## src/rtl/nes_pal_pixel_composite_encoder_core_assert.svh

```systemverilog
// Assertion macros shared by the encoder modules.
`ifndef NES_PAL_PIXEL_COMPOSITE_ENCODER_CORE_ASSERT_SVH
`define NES_PAL_PIXEL_COMPOSITE_ENCODER_CORE_ASSERT_SVH
`ifndef SYNTHESIS
`define NPCE_ASSERT(lbl, clk, rstn, prop) \
  lbl: assert property (@(posedge clk) disable iff (!rstn) prop) \
    else $error("npce: property violated");
`define NPCE_ASSERT_NEVER(lbl, clk, rstn, cond) \
  lbl: assert property (@(posedge clk) disable iff (!rstn) !(cond)) \
    else $error("npce: forbidden condition seen");
`else
`define NPCE_ASSERT(lbl, clk, rstn, prop)
`define NPCE_ASSERT_NEVER(lbl, clk, rstn, cond)
`endif
`endif

```

## src/rtl/npce_pkg.sv

```systemverilog
`default_nettype none
package npce_pkg;

  localparam int LevelW  = 18;
  localparam int SumW    = 20;
  localparam int MagW    = 19;
  localparam int ProdW   = 27;
  localparam int MagicW  = 28;
  localparam int QuotW   = 21;
  localparam int DivShift = 34;
  localparam int AddrW   = 4;
  localparam int DataW   = 32;

  // ceil(2^34 / 110); exact truncating division for dividends below 2^27.
  localparam logic [MagicW-1:0] DivMagic = 28'd156180629;

  localparam logic [7:0] WhiteGainReset = 8'd100;

  typedef enum logic [1:0] {
    REG_PEDESTAL     = 2'd0,
    REG_BLACK_OFFSET = 2'd1,
    REG_WHITE_GAIN   = 2'd2
  } reg_idx_e;

  typedef struct packed {
    logic            blank;
    logic [3:0][3:0] idx;
  } item_t;

  function automatic logic signed [LevelW-1:0] level(input logic [3:0] idx);
    logic signed [LevelW-1:0] lv;
    unique case (idx)
      4'd0:    lv = -18'sd14336;
      4'd1:    lv = 18'sd0;
      4'd2:    lv = 18'sd34406;
      4'd3:    lv = 18'sd77413;
      4'd4:    lv = -18'sd20070;
      4'd5:    lv = -18'sd8028;
      4'd6:    lv = 18'sd19611;
      4'd7:    lv = 18'sd54189;
      4'd8:    lv = 18'sd45874;
      4'd9:    lv = 18'sd75693;
      4'd10:   lv = 18'sd110098;
      4'd11:   lv = 18'sd110098;
      4'd12:   lv = 18'sd26951;
      4'd13:   lv = 18'sd52181;
      4'd14:   lv = 18'sd81472;
      4'd15:   lv = 18'sd81472;
      default: lv = 18'sd0;
    endcase
    return lv;
  endfunction

endpackage
`default_nettype wire

```

## src/rtl/npce_front.sv

```systemverilog
`default_nettype none
`include "nes_pal_pixel_composite_encoder_core_assert.svh"
module npce_front (
  input  wire logic          clk_i,
  input  wire logic          rst_ni,
  input  wire logic [8:0]    pixel_i,
  input  wire logic [2:0]    line_mod6_i,
  input  wire logic          line_start_i,
  input  wire logic          in_valid_i,
  output logic               in_ready_o,
  input  wire logic          full_i,
  output logic               push_o,
  output npce_pkg::item_t    item_o
);

  logic [3:0] phase_q, phase_d;
  logic       alt_q, alt_d;
  logic [3:0] phase_cur;
  logic       alt_cur;

  function automatic logic [2:0] emph_mask(input logic [2:0] sel);
    logic [2:0] m;
    unique case (sel)
      3'd0:    m = 3'b011;
      3'd1:    m = 3'b010;
      3'd2:    m = 3'b110;
      3'd3:    m = 3'b100;
      3'd4:    m = 3'b101;
      3'd5:    m = 3'b001;
      default: m = 3'b000;
    endcase
    return m;
  endfunction

  assign in_ready_o = !full_i;
  assign push_o     = in_valid_i && !full_i;

  always_comb begin
    logic [4:0] base;
    logic [4:0] ph_ls;
    logic [3:0] hue;
    logic [3:0] mhue;
    logic [4:0] pk;
    logic [4:0] t;
    logic [4:0] tm;
    logic [3:0] sel;
    logic       v;
    logic       e;
    logic       l;
    logic [4:0] p3;

    base  = {1'b0, line_mod6_i, 1'b0} + (line_mod6_i[0] ? 5'd0 : 5'd6);
    ph_ls = (base >= 5'd12) ? base - 5'd12 : base;
    phase_cur = line_start_i ? ph_ls[3:0] : phase_q;
    alt_cur   = line_start_i ? line_mod6_i[0] : alt_q;

    hue = pixel_i[3:0];
    if (!alt_cur) begin
      mhue = hue;
    end else if (hue <= 4'd11) begin
      mhue = 4'd11 - hue;
    end else begin
      mhue = 4'(5'd23 - {1'b0, hue});
    end

    item_o.blank = (hue >= 4'd14);
    for (int k = 0; k < 4; k++) begin
      pk = {1'b0, phase_cur} + 5'(k);
      t  = {1'b0, mhue} + pk;
      if (t >= 5'd24) begin
        tm = t - 5'd24;
      end else if (t >= 5'd12) begin
        tm = t - 5'd12;
      end else begin
        tm = t;
      end
      v   = (tm < 5'd6);
      sel = pk[4:1];
      if (sel >= 4'd6) begin
        sel = sel - 4'd6;
      end
      e = |(pixel_i[8:6] & emph_mask(sel[2:0]));
      if (hue == 4'd0) begin
        l = 1'b1;
      end else if (hue == 4'd13) begin
        l = 1'b0;
      end else begin
        l = v;
      end
      item_o.idx[k] = {l, e, pixel_i[5:4]};
    end

    p3      = {1'b0, phase_cur} + 5'd3;
    phase_d = (p3 >= 5'd12) ? 4'(p3 - 5'd12) : p3[3:0];
    alt_d   = alt_cur;
  end

  always_ff @(posedge clk_i or negedge rst_ni) begin
    if (!rst_ni) begin
      phase_q <= 4'd0;
      alt_q   <= 1'b0;
    end else if (push_o) begin
      phase_q <= phase_d;
      alt_q   <= alt_d;
    end
  end

  `NPCE_ASSERT_NEVER(a_phase_range, clk_i, rst_ni, phase_q >= 4'd12)
  `NPCE_ASSERT(a_alt_hold, clk_i, rst_ni, !(push_o && line_start_i) |=> $stable(alt_q))

endmodule
`default_nettype wire

```

## src/rtl/npce_queue.sv

```systemverilog
`default_nettype none
`include "nes_pal_pixel_composite_encoder_core_assert.svh"
module npce_queue #(
  parameter int Depth = 2
) (
  input  wire logic             clk_i,
  input  wire logic             rst_ni,
  input  wire logic             push_i,
  input  wire npce_pkg::item_t  item_i,
  output logic                  full_o,
  output logic                  valid_o,
  input  wire logic             pop_i,
  output npce_pkg::item_t       item_o
);

  localparam int PtrW = (Depth > 1) ? $clog2(Depth) : 1;
  localparam int CntW = $clog2(Depth + 1);

  npce_pkg::item_t mem_q [Depth];
  logic [PtrW-1:0] wr_q, rd_q;
  logic [CntW-1:0] cnt_q;
  logic            do_pop;

  assign full_o  = (cnt_q == CntW'(Depth));
  assign valid_o = (cnt_q != '0);
  assign item_o  = mem_q[rd_q];
  assign do_pop  = pop_i && valid_o;

  always_ff @(posedge clk_i) begin
    if (push_i) begin
      mem_q[wr_q] <= item_i;
    end
  end

  always_ff @(posedge clk_i or negedge rst_ni) begin
    if (!rst_ni) begin
      wr_q  <= '0;
      rd_q  <= '0;
      cnt_q <= '0;
    end else begin
      if (push_i) begin
        wr_q <= (wr_q == PtrW'(Depth - 1)) ? '0 : wr_q + PtrW'(1);
      end
      if (do_pop) begin
        rd_q <= (rd_q == PtrW'(Depth - 1)) ? '0 : rd_q + PtrW'(1);
      end
      if (push_i && !do_pop) begin
        cnt_q <= cnt_q + CntW'(1);
      end else if (!push_i && do_pop) begin
        cnt_q <= cnt_q - CntW'(1);
      end
    end
  end

  `NPCE_ASSERT_NEVER(a_cnt_over, clk_i, rst_ni, cnt_q > CntW'(Depth))
  `NPCE_ASSERT(a_cnt_up, clk_i, rst_ni, (push_i && !do_pop) |=> cnt_q == $past(cnt_q) + CntW'(1))

endmodule
`default_nettype wire

```

## src/rtl/npce_back.sv

```systemverilog
`default_nettype none
module npce_back (
  input  wire logic            clk_i,
  input  wire logic            rst_ni,
  input  wire logic            valid_i,
  output logic                 pop_o,
  input  wire npce_pkg::item_t item_i,
  input  wire logic [7:0]      pedestal_i,
  input  wire logic [7:0]      black_offset_i,
  input  wire logic [7:0]      white_gain_i,
  output logic [7:0]           sample_o,
  output logic                 out_valid_o,
  input  wire logic            out_ready_i
);

  logic v1_q, v2_q, v3_q, v4_q;
  logic r1, r2, r3, r4;
  logic signed [npce_pkg::SumW-1:0] sum_q, sum_d;
  logic [npce_pkg::ProdW-1:0] prod_q, prod_d;
  logic neg2_q, neg3_q;
  logic [npce_pkg::QuotW-1:0] quot_q, quot_d;
  logic [7:0] sample_q, sample_d;

  assign r4 = !v4_q || out_ready_i;
  assign r3 = !v3_q || r4;
  assign r2 = !v2_q || r3;
  assign r1 = !v1_q || r2;
  assign pop_o = valid_i && r1;

  always_comb begin
    logic signed [npce_pkg::LevelW-1:0] lv;
    logic [npce_pkg::SumW-1:0] neg_sum;
    logic [npce_pkg::MagW-1:0] mag;
    logic [npce_pkg::ProdW+npce_pkg::MagicW-1:0] full;
    logic [npce_pkg::QuotW:0] scaled;

    sum_d = {{12{pedestal_i[7]}}, pedestal_i}
          + {{12{black_offset_i[7]}}, black_offset_i};
    for (int k = 0; k < 4; k++) begin
      lv = item_i.blank ? '0 : npce_pkg::level(item_i.idx[k]);
      sum_d = sum_d + {{2{lv[npce_pkg::LevelW-1]}}, lv};
    end

    neg_sum = -sum_q;
    mag     = sum_q[npce_pkg::SumW-1] ? neg_sum[npce_pkg::MagW-1:0]
                                      : sum_q[npce_pkg::MagW-1:0];
    prod_d  = npce_pkg::ProdW'(mag) * npce_pkg::ProdW'(white_gain_i);

    full   = (npce_pkg::ProdW + npce_pkg::MagicW)'(prod_q)
           * (npce_pkg::ProdW + npce_pkg::MagicW)'(npce_pkg::DivMagic);
    quot_d = full[npce_pkg::ProdW+npce_pkg::MagicW-1:npce_pkg::DivShift];

    scaled   = neg3_q ? -{1'b0, quot_q} : {1'b0, quot_q};
    sample_d = scaled[19:12];
  end

  always_ff @(posedge clk_i) begin
    if (r1 && valid_i) begin
      sum_q <= sum_d;
    end
    if (r2 && v1_q) begin
      prod_q <= prod_d;
      neg2_q <= sum_q[npce_pkg::SumW-1];
    end
    if (r3 && v2_q) begin
      quot_q <= quot_d;
      neg3_q <= neg2_q;
    end
    if (r4 && v3_q) begin
      sample_q <= sample_d;
    end
  end

  always_ff @(posedge clk_i or negedge rst_ni) begin
    if (!rst_ni) begin
      v1_q <= 1'b0;
      v2_q <= 1'b0;
      v3_q <= 1'b0;
      v4_q <= 1'b0;
    end else begin
      if (r1) v1_q <= valid_i;
      if (r2) v2_q <= v1_q;
      if (r3) v3_q <= v2_q;
      if (r4) v4_q <= v3_q;
    end
  end

  assign sample_o    = sample_q;
  assign out_valid_o = v4_q;

endmodule
`default_nettype wire

```

## src/rtl/nes_pal_pixel_composite_encoder_core.sv

```systemverilog
// Converts a stream of 9-bit palette pixels into signed 8-bit PAL composite samples, one sample
// per pixel. A new pixel can be transferred on every clock and a result leaves on every clock
// when the output side keeps ready high; each pixel passes through the queue and then the sum,
// product, quotient and sample registers. The front end tracks the color phase and alternate-line
// flag and classifies each pixel into four level-table indices; a small queue feeds the back end,
// a four-stage pipeline that sums the levels, multiplies by the white gain, divides by 110 with a
// reciprocal multiply and takes the final shift. Configuration registers sit at byte addresses 0,
// 4 and 8 and are meant to be written only while no pixel is in flight.
`default_nettype none
module nes_pal_pixel_composite_encoder_core #(
  parameter int QueueDepth = 2
) (
  input  wire logic                        clk_i,
  input  wire logic                        rst_ni,
  input  wire logic                        psel,
  input  wire logic                        penable,
  input  wire logic                        pwrite,
  input  wire logic [npce_pkg::AddrW-1:0]  paddr,
  input  wire logic [npce_pkg::DataW-1:0]  pwdata,
  output logic [npce_pkg::DataW-1:0]       prdata,
  output logic                             pready,
  input  wire logic [8:0]                  pixel_i,
  input  wire logic [2:0]                  line_mod6_i,
  input  wire logic                        line_start_i,
  input  wire logic                        in_valid_i,
  output logic                             in_ready_o,
  output logic [7:0]                       sample_o,
  output logic                             out_valid_o,
  input  wire logic                        out_ready_i
);

  logic [7:0] pedestal_q, black_offset_q, white_gain_q;
  logic       wr_en;
  npce_pkg::reg_idx_e reg_idx;

  logic            full, push, q_valid, pop;
  npce_pkg::item_t front_item, back_item;

  assign pready  = 1'b1;
  assign wr_en   = psel && penable && pwrite;
  assign reg_idx = npce_pkg::reg_idx_e'(paddr[3:2]);

  always_ff @(posedge clk_i or negedge rst_ni) begin
    if (!rst_ni) begin
      pedestal_q     <= 8'd0;
      black_offset_q <= 8'd0;
      white_gain_q   <= npce_pkg::WhiteGainReset;
    end else if (wr_en) begin
      unique case (reg_idx)
        npce_pkg::REG_PEDESTAL:     pedestal_q     <= pwdata[7:0];
        npce_pkg::REG_BLACK_OFFSET: black_offset_q <= pwdata[7:0];
        npce_pkg::REG_WHITE_GAIN:   white_gain_q   <= pwdata[7:0];
        default: ;
      endcase
    end
  end

  always_comb begin
    unique case (reg_idx)
      npce_pkg::REG_PEDESTAL:     prdata = {24'd0, pedestal_q};
      npce_pkg::REG_BLACK_OFFSET: prdata = {24'd0, black_offset_q};
      npce_pkg::REG_WHITE_GAIN:   prdata = {24'd0, white_gain_q};
      default:                    prdata = '0;
    endcase
  end

  npce_front u_front (
    .clk_i        (clk_i),
    .rst_ni       (rst_ni),
    .pixel_i      (pixel_i),
    .line_mod6_i  (line_mod6_i),
    .line_start_i (line_start_i),
    .in_valid_i   (in_valid_i),
    .in_ready_o   (in_ready_o),
    .full_i       (full),
    .push_o       (push),
    .item_o       (front_item)
  );

  npce_queue #(
    .Depth (QueueDepth)
  ) u_queue (
    .clk_i   (clk_i),
    .rst_ni  (rst_ni),
    .push_i  (push),
    .item_i  (front_item),
    .full_o  (full),
    .valid_o (q_valid),
    .pop_i   (pop),
    .item_o  (back_item)
  );

  npce_back u_back (
    .clk_i          (clk_i),
    .rst_ni         (rst_ni),
    .valid_i        (q_valid),
    .pop_o          (pop),
    .item_i         (back_item),
    .pedestal_i     (pedestal_q),
    .black_offset_i (black_offset_q),
    .white_gain_i   (white_gain_q),
    .sample_o       (sample_o),
    .out_valid_o    (out_valid_o),
    .out_ready_i    (out_ready_i)
  );

endmodule
`default_nettype wire
```

## config.mk

```make
export PLATFORM = sky130hd
export DESIGN_NAME = nes_pal_pixel_composite_encoder_core
export DESIGN_NICKNAME = d
export VERILOG_FILES = /design/src/rtl/npce_pkg.sv /design/src/rtl/npce_front.sv /design/src/rtl/npce_queue.sv /design/src/rtl/npce_back.sv /design/src/rtl/nes_pal_pixel_composite_encoder_core.sv
export VERILOG_INCLUDE_DIRS = /design/src /design/src/rtl
export SDC_FILE = /design/constraint.sdc
export NUM_CORES = 1
export LEC_CHECK = 0
export BUFFER_PORTS_ARGS = -buffer_cell sky130_fd_sc_hd__buf_2
export CORE_AREA = 2 2 246 248
export DETAILED_ROUTE_END_ITERATION = 8
export DIE_AREA = 0 0 248 250
export GPL_ROUTABILITY_DRIVEN = 0
export SYNTH_ARGS = -nofsm -noshare
export SYNTH_HDL_FRONTEND = slang
export SYNTH_SLANG_ARGS = --single-unit
```

## constraint.sdc

```tcl
create_clock -name clk_i -period 11.24 [get_ports clk_i]
set_input_delay 1.124 -clock clk_i [delete_from_list [all_inputs] [get_ports clk_i]]
set_output_delay 1.124 -clock clk_i [all_outputs]
set_load 0.02 [all_outputs]
```

---- Word level (Yosys, flattened, before mapping) ----
Memories as Yosys holds them, arrays and structs flattened.
Cells that the tools add are included.
operators by class
  add/sub/neg operators ................... 35
  multipliers ............................. 2
  magnitude comparators ................... 20
  equal/unequal tests ..................... 24
  multiplexer cells ....................... 44
  bitwise operators ....................... 4
  reduce and logical (&&, ||, !) cells .... 36
operators by type and width
  kind                                                                                  number
  20-bit adder                                                                          4
  18-bit two-way mux                                                                    4
  3-bit one-hot mux with 6 select lines                                                 4
  27-bit by 28-bit multiplier with 54-bit output (second input constant)                1
  5-bit two-way mux                                                                     8
  5-bit by 4-bit greater-or-equal comparator with 1-bit output (second input constant)  6
  19-bit by 8-bit multiplier with 27-bit output                                         1
  3-bit by 2-bit equality test with 1-bit output (second input constant)                8
  3-bit equality test (second input constant)                                           8
  8-bit one-hot mux with 3 select lines                                                 1
  5-bit greater-or-equal comparator (second input constant)                             4
  5-bit by 3-bit less-than comparator with 1-bit output (second input constant)         4
  20-bit two-way mux                                                                    1
  4-bit two-way mux                                                                     5
  20-bit negation                                                                       1
  5-bit by 4-bit subtractor with 5-bit output (second input constant)                   4
  5-bit subtractor (second input constant)                                              4
  19-bit two-way mux                                                                    1
  19-bit negation                                                                       1
  4-bit by 5-bit adder with 5-bit output                                                3
  3-bit two-way mux                                                                     5
  1-bit two-way mux                                                                     13
  3-bit AND                                                                             4
  3-bit by 1-bit equality test with 1-bit output (second input constant)                4
  29 further kinds                                                                      66
word-level totals
  flip-flop bits (word level) ............. 114
  RAM bits ................................ 34
  ROM bits ................................ 1,152
  bits of input ports ..................... 56
  output and inout port bits .............. 43
  word-level logic and storage cells ...... 188
  memories kept ........................... 5
memories
  name              depth  bits a word  read ports  clocked after memory_dff  wr ports  RTL line          source
  (name not given)  16     18           1           0                         0         npce_pkg.sv:32    unique case (idx)
  (name not given)  16     18           1           0                         0         npce_pkg.sv:32
  (name not given)  16     18           1           0                         0         npce_pkg.sv:32
  (name not given)  16     18           1           0                         0         npce_pkg.sv:32
  u_queue.mem_q     2      17           1           0                         1         npce_queue.sv:19  npce_pkg::item_t mem_q [Depth];

---- Depth between registers and ports, before layout ----
Gate-level depths: netlist of run 1.
  depth in word-level cells ............... 13
  gate-level depth with buffers ........... 26
  mapped depth without buffers ............ 24

---- Modules after synthesis ----
A second synthesis of run 1 with hierarchy kept.
unflattened totals
  cell total of the unflattened synthesis .. 2,754
  area, all modules ....................... 27,134.8 um^2
by module, submodules not included
  module                                instances  cells an instance  area an instance (um^2)  seq. area each (um^2)
  npce_back                             1          2,268              22,011.1                 2,412.3
  npce_front                            1          309                2,316.0                  125.1
  npce_queue                            1          69                 1,470.2                  1,121.1
  nes_pal_pixel_composite_encoder_core  1          108                1,337.5                  604.3

---- Worst setup path before layout of run 1 ----
Ideal clock, no wire load.
  path type ............................... register to register
  start point ............................. register u_back.prod_q[16] (netlist name)
  end point ............................... register u_back.quot_q[8] (netlist name), data pin
  setup time .............................. 0.261 ns
  arrival ................................. 6.217 ns
  required time ........................... 10.979 ns
  setup slack ............................. 4.762 ns
  stages on the path, launching flop included .. 19
  buffers on the path ..................... 0
  clock period less this slack ............ 6.478 ns
  cell sequence ........................... edfxtp_1 -> fa_1 -> fa_1 -> ha_1 -> fa_1 -> fa_1 -> fa_1 -> inv_1 -> fa_1 -> inv_1 -> ha_1 -> a21o_1 -> o21a_1 -> a211oi_1 -> nand4_1 -> o21ai_1 -> a21boi_0 -> or2_2 -> a311o_1
between the ends
  cells in the longest elaborated chain, start to end .. 1
ends and longest elaborated chain
  what                                            RTL line         source
  from (decl)                                     npce_back.sv:19  logic [npce_pkg::ProdW-1:0] prod_q, prod_d;
  from (signal assigned)                          npce_back.sv:62  prod_q <= prod_d;
  27-bit by 28-bit multiplier with 54-bit output  npce_back.sv:50  * (npce_pkg::ProdW + npce_pkg::MagicW)'(npce_pkg::DivMagic);
  net u_back.quot_d (one bit)                     npce_back.sv:21  logic [npce_pkg::QuotW-1:0] quot_q, quot_d;
  to (signal assigned)                            npce_back.sv:66  quot_q <= quot_d;
  to (decl)                                       npce_back.sv:21
The timed path passes the listed nets, and every way through them passes these cells.
A chain may end at the register's enable or synchronous reset.

---- Worst setup path in the final report of run 1 ----
Same ends and word-level chain as after synthesis.

==> flow_metrics.env, run 1 <==
export IMPL_status="finished, final reports clean"
export IMPL_fmax_mhz=134
export IMPL_dp_cells=3590
export IMPL_cts_tree="done"
export IMPL_max_cap_viol_count=0
export IMPL_async_flop_share_pct=27.2
export IMPL_yosysTopAreaCellShare_pct=27.7
export IMPL_hold_depth=0
export IMPL_cp_arrival_ns=7.68
export IMPL_cts_max_level=4
export IMPL_min_from="u_back.neg2_q"
export IMPL_maxSlewViolCount=0
export IMPL_postCtsSetupRepairBufs=0
export IMPL_critical_path_class="reg -> reg"
export IMPL_grt_pass1_wl_mm=100
export IMPL_fin_cells=3622
export IMPL_insertion_delay_ns=0.47
export IMPL_cts_resized=0
export IMPL_worstMarginPinSlew_ns=1.29
export IMPL_yosys_area_top_type="fa_1"
export IMPL_via_per_inst=5.31
export IMPL_wl_mm=59.4
export IMPL_cts_max_path_buffers=2
export IMPL_area_growth_pct=5.82
export IMPL_synth_edff_count=99
export IMPL_cts_root_buf="clkbuf_16"
export IMPL_endpoint_kind="flip-flop"
export IMPL_antenna_found_initial=0
export IMPL_core_area_um2=59600
export IMPL_r2r_end="u_back.quot_q[8]"
export IMPL_path_clk_slew_ns=0.06
export IMPL_slew_headroom_pct=14.1
export IMPL_setup_viol=0
export IMPL_r2r_cells=18
export IMPL_yosysMostFrequentCell="inv_1"
export IMPL_drive_gt1_share_pct=5.21
export IMPL_synth_common_cells="inv_1 (612), ha_1 (414), fa_1 (368)"
export IMPL_drtIter0Drc=1067
export IMPL_grt_overflow_total=0
export IMPL_synth_ff_type="edfxtp_1"
export IMPL_cts_sinks=136
export IMPL_postSynthAreaPerCell_um2=9.42
export IMPL_cts_hold_buf=0
export IMPL_min_period_over_period_pct=66.3
export IMPL_tritoncts_num_buffers=17
export IMPL_finalSetupTns_ns=0
export IMPL_dpl_hpwl_mm=50.1
export IMPL_ys_types=78
export IMPL_grt_max_degree=50
export IMPL_multi_input_area_um2=20000
export IMPL_portBuffers=47
export IMPL_worst_r2r_setup_slack_ns=3.78
export IMPL_synth_area_leaders="fa_1 (28%), ha_1 (20%), edfxtp_1 (11%)"
export IMPL_gr_usage_all_layers_pct=20.1
export IMPL_min_to="u_back.neg3_q"
export IMPL_syn_inst=2819
export IMPL_grt_pass1_vias=20238
export IMPL_dieArea_um2=62000
export IMPL_hold_viol=0
export IMPL_die_h_um=250
export IMPL_nNetsFinal=3665
export IMPL_row_count=90
export IMPL_ys_warn_count=0
export IMPL_fill_cells=5688
export IMPL_critical_path_required_ns=11.46
export IMPL_fin_crit_ns=7.46
export IMPL_drtAntennaViolNets=0
export IMPL_netlist_area_um2=26600
export IMPL_n_antenna_cell=0
export IMPL_ys_seq_elements=136
export IMPL_start_util_pct=44.6
export IMPL_die_width_um=248
export IMPL_whs_ns=0.421
export IMPL_ff_latch_area_um2=3900
export IMPL_min_path_type="reg -> reg"
export IMPL_ios=99
export IMPL_drc=0
export IMPL_critPathMaxFanout=10
export IMPL_worst_setup_path_start_kind="flip-flop"
export IMPL_finClkSkew_ns=0.00993
export IMPL_num_vias=19227
export IMPL_wl_per_cell_um=16.4
export IMPL_dr_pass1_iters=5
export IMPL_seq_area_frac_synth_pct=14.7
export IMPL_rsz0062_at_grt="no"
export IMPL_timing_rr_start="u_back.prod_q[16]"
placed cells by master, fill, tap and decap left out, drive strengths merged, types with 42 or more instances in the layout:
cell type and instances:
nor2b 67, nor2 107, fa 368, inv 619
buf 57, a21oi 126, ha 414, nand2 191
o21ai 107, edfxtp 99, a21o 42, xnor2 80
routing by layer:
metal	global-route usage (%)	routed length (um)
met4	6.31	1580
met3	2.62	2090
met5	0	0
met2	34.3	29400
met1	26.3	26400
worst max-delay path by stage:
stage | slack, ns | end | depth (start not counted) | startpoint
after CTS | 3.80 | u_back.quot_q[8] | 18 | u_back.prod_q[16]
final | 3.78 | u_back.quot_q[8] | 18 | u_back.prod_q[16]
after detailed placement | 3.83 | u_back.quot_q[8] | 18 | u_back.prod_q[16]
after global routing | 3.47 | u_back.quot_q[8] | 22 | u_back.prod_q[7]
after global placement | 3.84 | u_back.quot_q[8] | 22 | u_back.prod_q[7]
after floorplan | 4.76 | u_back.quot_q[8] | 18 | u_back.prod_q[16]
through the flow:
stage	area [um2]	worst slack (ns)	utilization (%)
after detailed placement	27500	3.83	46.2
final	28100	3.78	47.2
after global routing	28100	3.47	47.2
after global placement	27500	3.84	46.2
after CTS	28100	3.80	47.2
after floorplan	26600	4.76	-
cell families (layout without fill, tap and decap cells):
kind of cell             Yosys count  in the layout  synth area share (%)
AO/OA/AOI/OAI                    459            459                  11.1
XOR/XNOR                         113            113                  3.73
adder cells (fa/ha/maj)          782            782                  47.3
buffers and inverters            706            704                  10.3
flip-flops                       136            136                  14.7
multiplexers                      65             65                  2.62
other                              2             25                0.0283
AND/OR/NAND/NOR                  556            556                  10.2
registers in the layout, indices dropped and copies added, names as in the netlist, 2 cells and up:
name and cells:
u_back.quot_q 20, u_back.sample_o 8, u_back.sum_q 20, white_gain_q 8, u_front.phase_q 4, u_queue.cnt_q 2
pedestal_q 8, u_back.prod_q 27, u_queue.mem_q 22, black_offset_q 8
worst max-delay path, stage by stage, from the launching register on:
cell and delay [ns]:
edfxtp_1 0.79, fa_1 0.59, fa_1 0.49, ha_1 0.32, fa_1 0.47, fa_1 0.53
fa_1 0.55, inv_1 0.05, fa_1 0.53, inv_1 0.07, ha_1 0.36, and3_1 0.19
o21a_1 0.16, a211oi_1 0.34, nand4_1 0.13, o21ai_1 0.58, a21boi_0 0.32, or2_2 0.39
a311o_1 0.35
final cells by class:
| class | instances | share of cell area [%] |
|---|---|---|
| clock buffers | 22 | 1.84 |
| clock inverters | 10 | 0.276 |
| inverters | 615 | 8.21 |
| multi-input cells | 2000 | 71.2 |
| flip-flops and latches | 136 | 13.9 |
| well taps | 782 | 3.48 |
| repair buffers | 57 | 1.10 |
Power of run 1 is not shown: default switching activity piles up to over one toggle a cycle in this logic, so the estimate is an artifact.
==> run 2, diff against run 1 <==
Clock period 11.24 ns to 6.9 ns, I/O delays scaled along.
==> run 2 against run 1 <==
Compared with the run above: sequential share of layout area decreased by 0.22 points; worst setup slack got worse by 3.5 ns; global-route usage increased by 0.25 points.
==> flow_metrics.env, run 2 (synthesized netlist as in run 1, its figures left out) <==
export IMPL_status="finished, final reports clean"
export IMPL_worstMarginPinSlew_ns=1.28
export IMPL_finClkSkew_ns=0.0158
export IMPL_cts_tree="done"
export IMPL_cts_sinks=136
export IMPL_largestRegisters="u_back.prod_q: 27 flops, u_queue.mem_q: 22 flops"
export IMPL_grt_pass1_wl_mm=101
export IMPL_regMostFlops="u_back.prod_q"
export IMPL_gr_usage_all_layers_pct=20.3
export IMPL_wl_mm=60.7
export IMPL_timing_rr_start="u_back.prod_q[6]"
export IMPL_hold_viol=0
export IMPL_final_cell_mix="inv_1 (612), ha_1 (414), fa_1 (368)"
export IMPL_via_per_inst=5.30
export IMPL_num_vias=19473
export IMPL_pre_cts_ws_ns=0.176
export IMPL_finalSetupTns_ns=0
export IMPL_fin_crit_ns=6.62
export IMPL_portBuffers=47
export IMPL_rsz0062_at_grt="no"
export IMPL_largest_reg_flops=27
export IMPL_start_util_pct=44.6
export IMPL_cts_root_buf="clkbuf_16"
export IMPL_cp_arrival_ns=6.84
export IMPL_critPathMaxFanout=6
export IMPL_fmax_mhz=151
export IMPL_area_growth_pct=7.51
export IMPL_drtIter0Drc=1164
export IMPL_cp_startpoint="u_back.prod_q[6]"
export IMPL_final_common_cell="inv_1"
export IMPL_endpoint_kind="flip-flop"
export IMPL_min_period_over_period_pct=96.0
export IMPL_drc=0
export IMPL_cts_hold_buf=0
export IMPL_insertion_delay_ns=0.47
export IMPL_n_antenna_cell=0
export IMPL_max_cap_viol_count=0
export IMPL_dpl_hpwl_mm=51.4
export IMPL_core_area_um2=59600
export IMPL_maxSlewViolCount=0
export IMPL_worst_setup_path_start_kind="flip-flop"
export IMPL_tritoncts_num_buffers=17
export IMPL_cts_max_path_buffers=2
export IMPL_slew_headroom_pct=14.6
export IMPL_grt_overflow_total=0
export IMPL_ios=99
export IMPL_grt_max_degree=41
export IMPL_dieArea_um2=62000
export IMPL_path_clk_slew_ns=0.07
export IMPL_drive_gt1_share_pct=7.16
export IMPL_die_h_um=250
export IMPL_drtAntennaViolNets=0
export IMPL_critical_path_class="reg -> reg"
export IMPL_row_count=90
export IMPL_min_path_type="in -> async"
export IMPL_dr_pass1_iters=6
export IMPL_antenna_found_initial=0
export IMPL_setup_viol=0
export IMPL_grt_pass1_vias=20291
export IMPL_nNetsFinal=3715
export IMPL_critical_path_required_ns=7.12
export IMPL_wl_per_cell_um=16.5
export IMPL_die_width_um=248
export IMPL_setup_ws_ns=0.279
export IMPL_cts_max_level=4
run 2: cell type report:
cell class	instances	area, um2
tap	782	978
sequential	136	3900
multi-input combinational	2000	20100
timing repair buffer	107	686
fill	5549	31000
clock inverter	15	188
clock buffer	17	425
inverter	615	2310
run 2: repair_timing:
item | CTS | global route
setup endpoints to repair | 0 | 6
buffers inserted | 0 | 2
resized for setup | 0 | 10
run 2: path summary, 6_finish.rpt:
| path | cells past startpoint | endpoint | slack [ns] |
|---|---|---|---|
| worst max register to register | 20 | u_back.quot_q[8] | 0.28 |
| max in group asynchronous | 1 | white_gain_q[7] | 5.97 |
| worst min register to register | 1 | u_back.v2_q | 0.47 |
| worst min-delay path | 1 | u_back.out_valid_o | 0.34 |
| worst max-delay path | 20 | u_back.quot_q[8] | 0.28 |
| min in group clk_i | 1 | u_queue.mem_q[0][13] | 0.41 |
run 2: critical path, stage by stage (launching register included):
cell and delay [ns]:
edfxtp_1 0.47, fa_1 0.64, fa_1 0.44, ha_1 0.29, inv_1 0.05, fa_1 0.49, inv_1 0.05, fa_1 0.46
fa_1 0.55, inv_1 0.06, fa_1 0.57, inv_1 0.05, ha_1 0.36, and3_1 0.25, and3_1 0.19, o21ai_0 0.19
nand4_1 0.18, o21ai_2 0.22, a21boi_0 0.16, or2_2 0.35, a311o_1 0.36
run 2: layer usage:
layer	track usage, %	share of wire, %	routed length (um)
met5	0	0	0
met4	5.65	2.2	1310
met3	2.67	4.0	2430
met2	35.4	50	30500
met1	26.3	44	26400
run 2: per-stage QoR:
step                      hold WS [ns]  std cells  instance area [um2]  utilization [%]
after global routing             0.385       3672                28500             47.9
after global placement           0.456       3638                27900             46.8
after CTS                        0.350       3670                28500             47.8
after detailed placement         0.465       3638                27900             46.8
final                            0.335       3672                28500             47.9
after floorplan                  0.394       2842                26600                -
Power of run 2 is left out for the same reason.
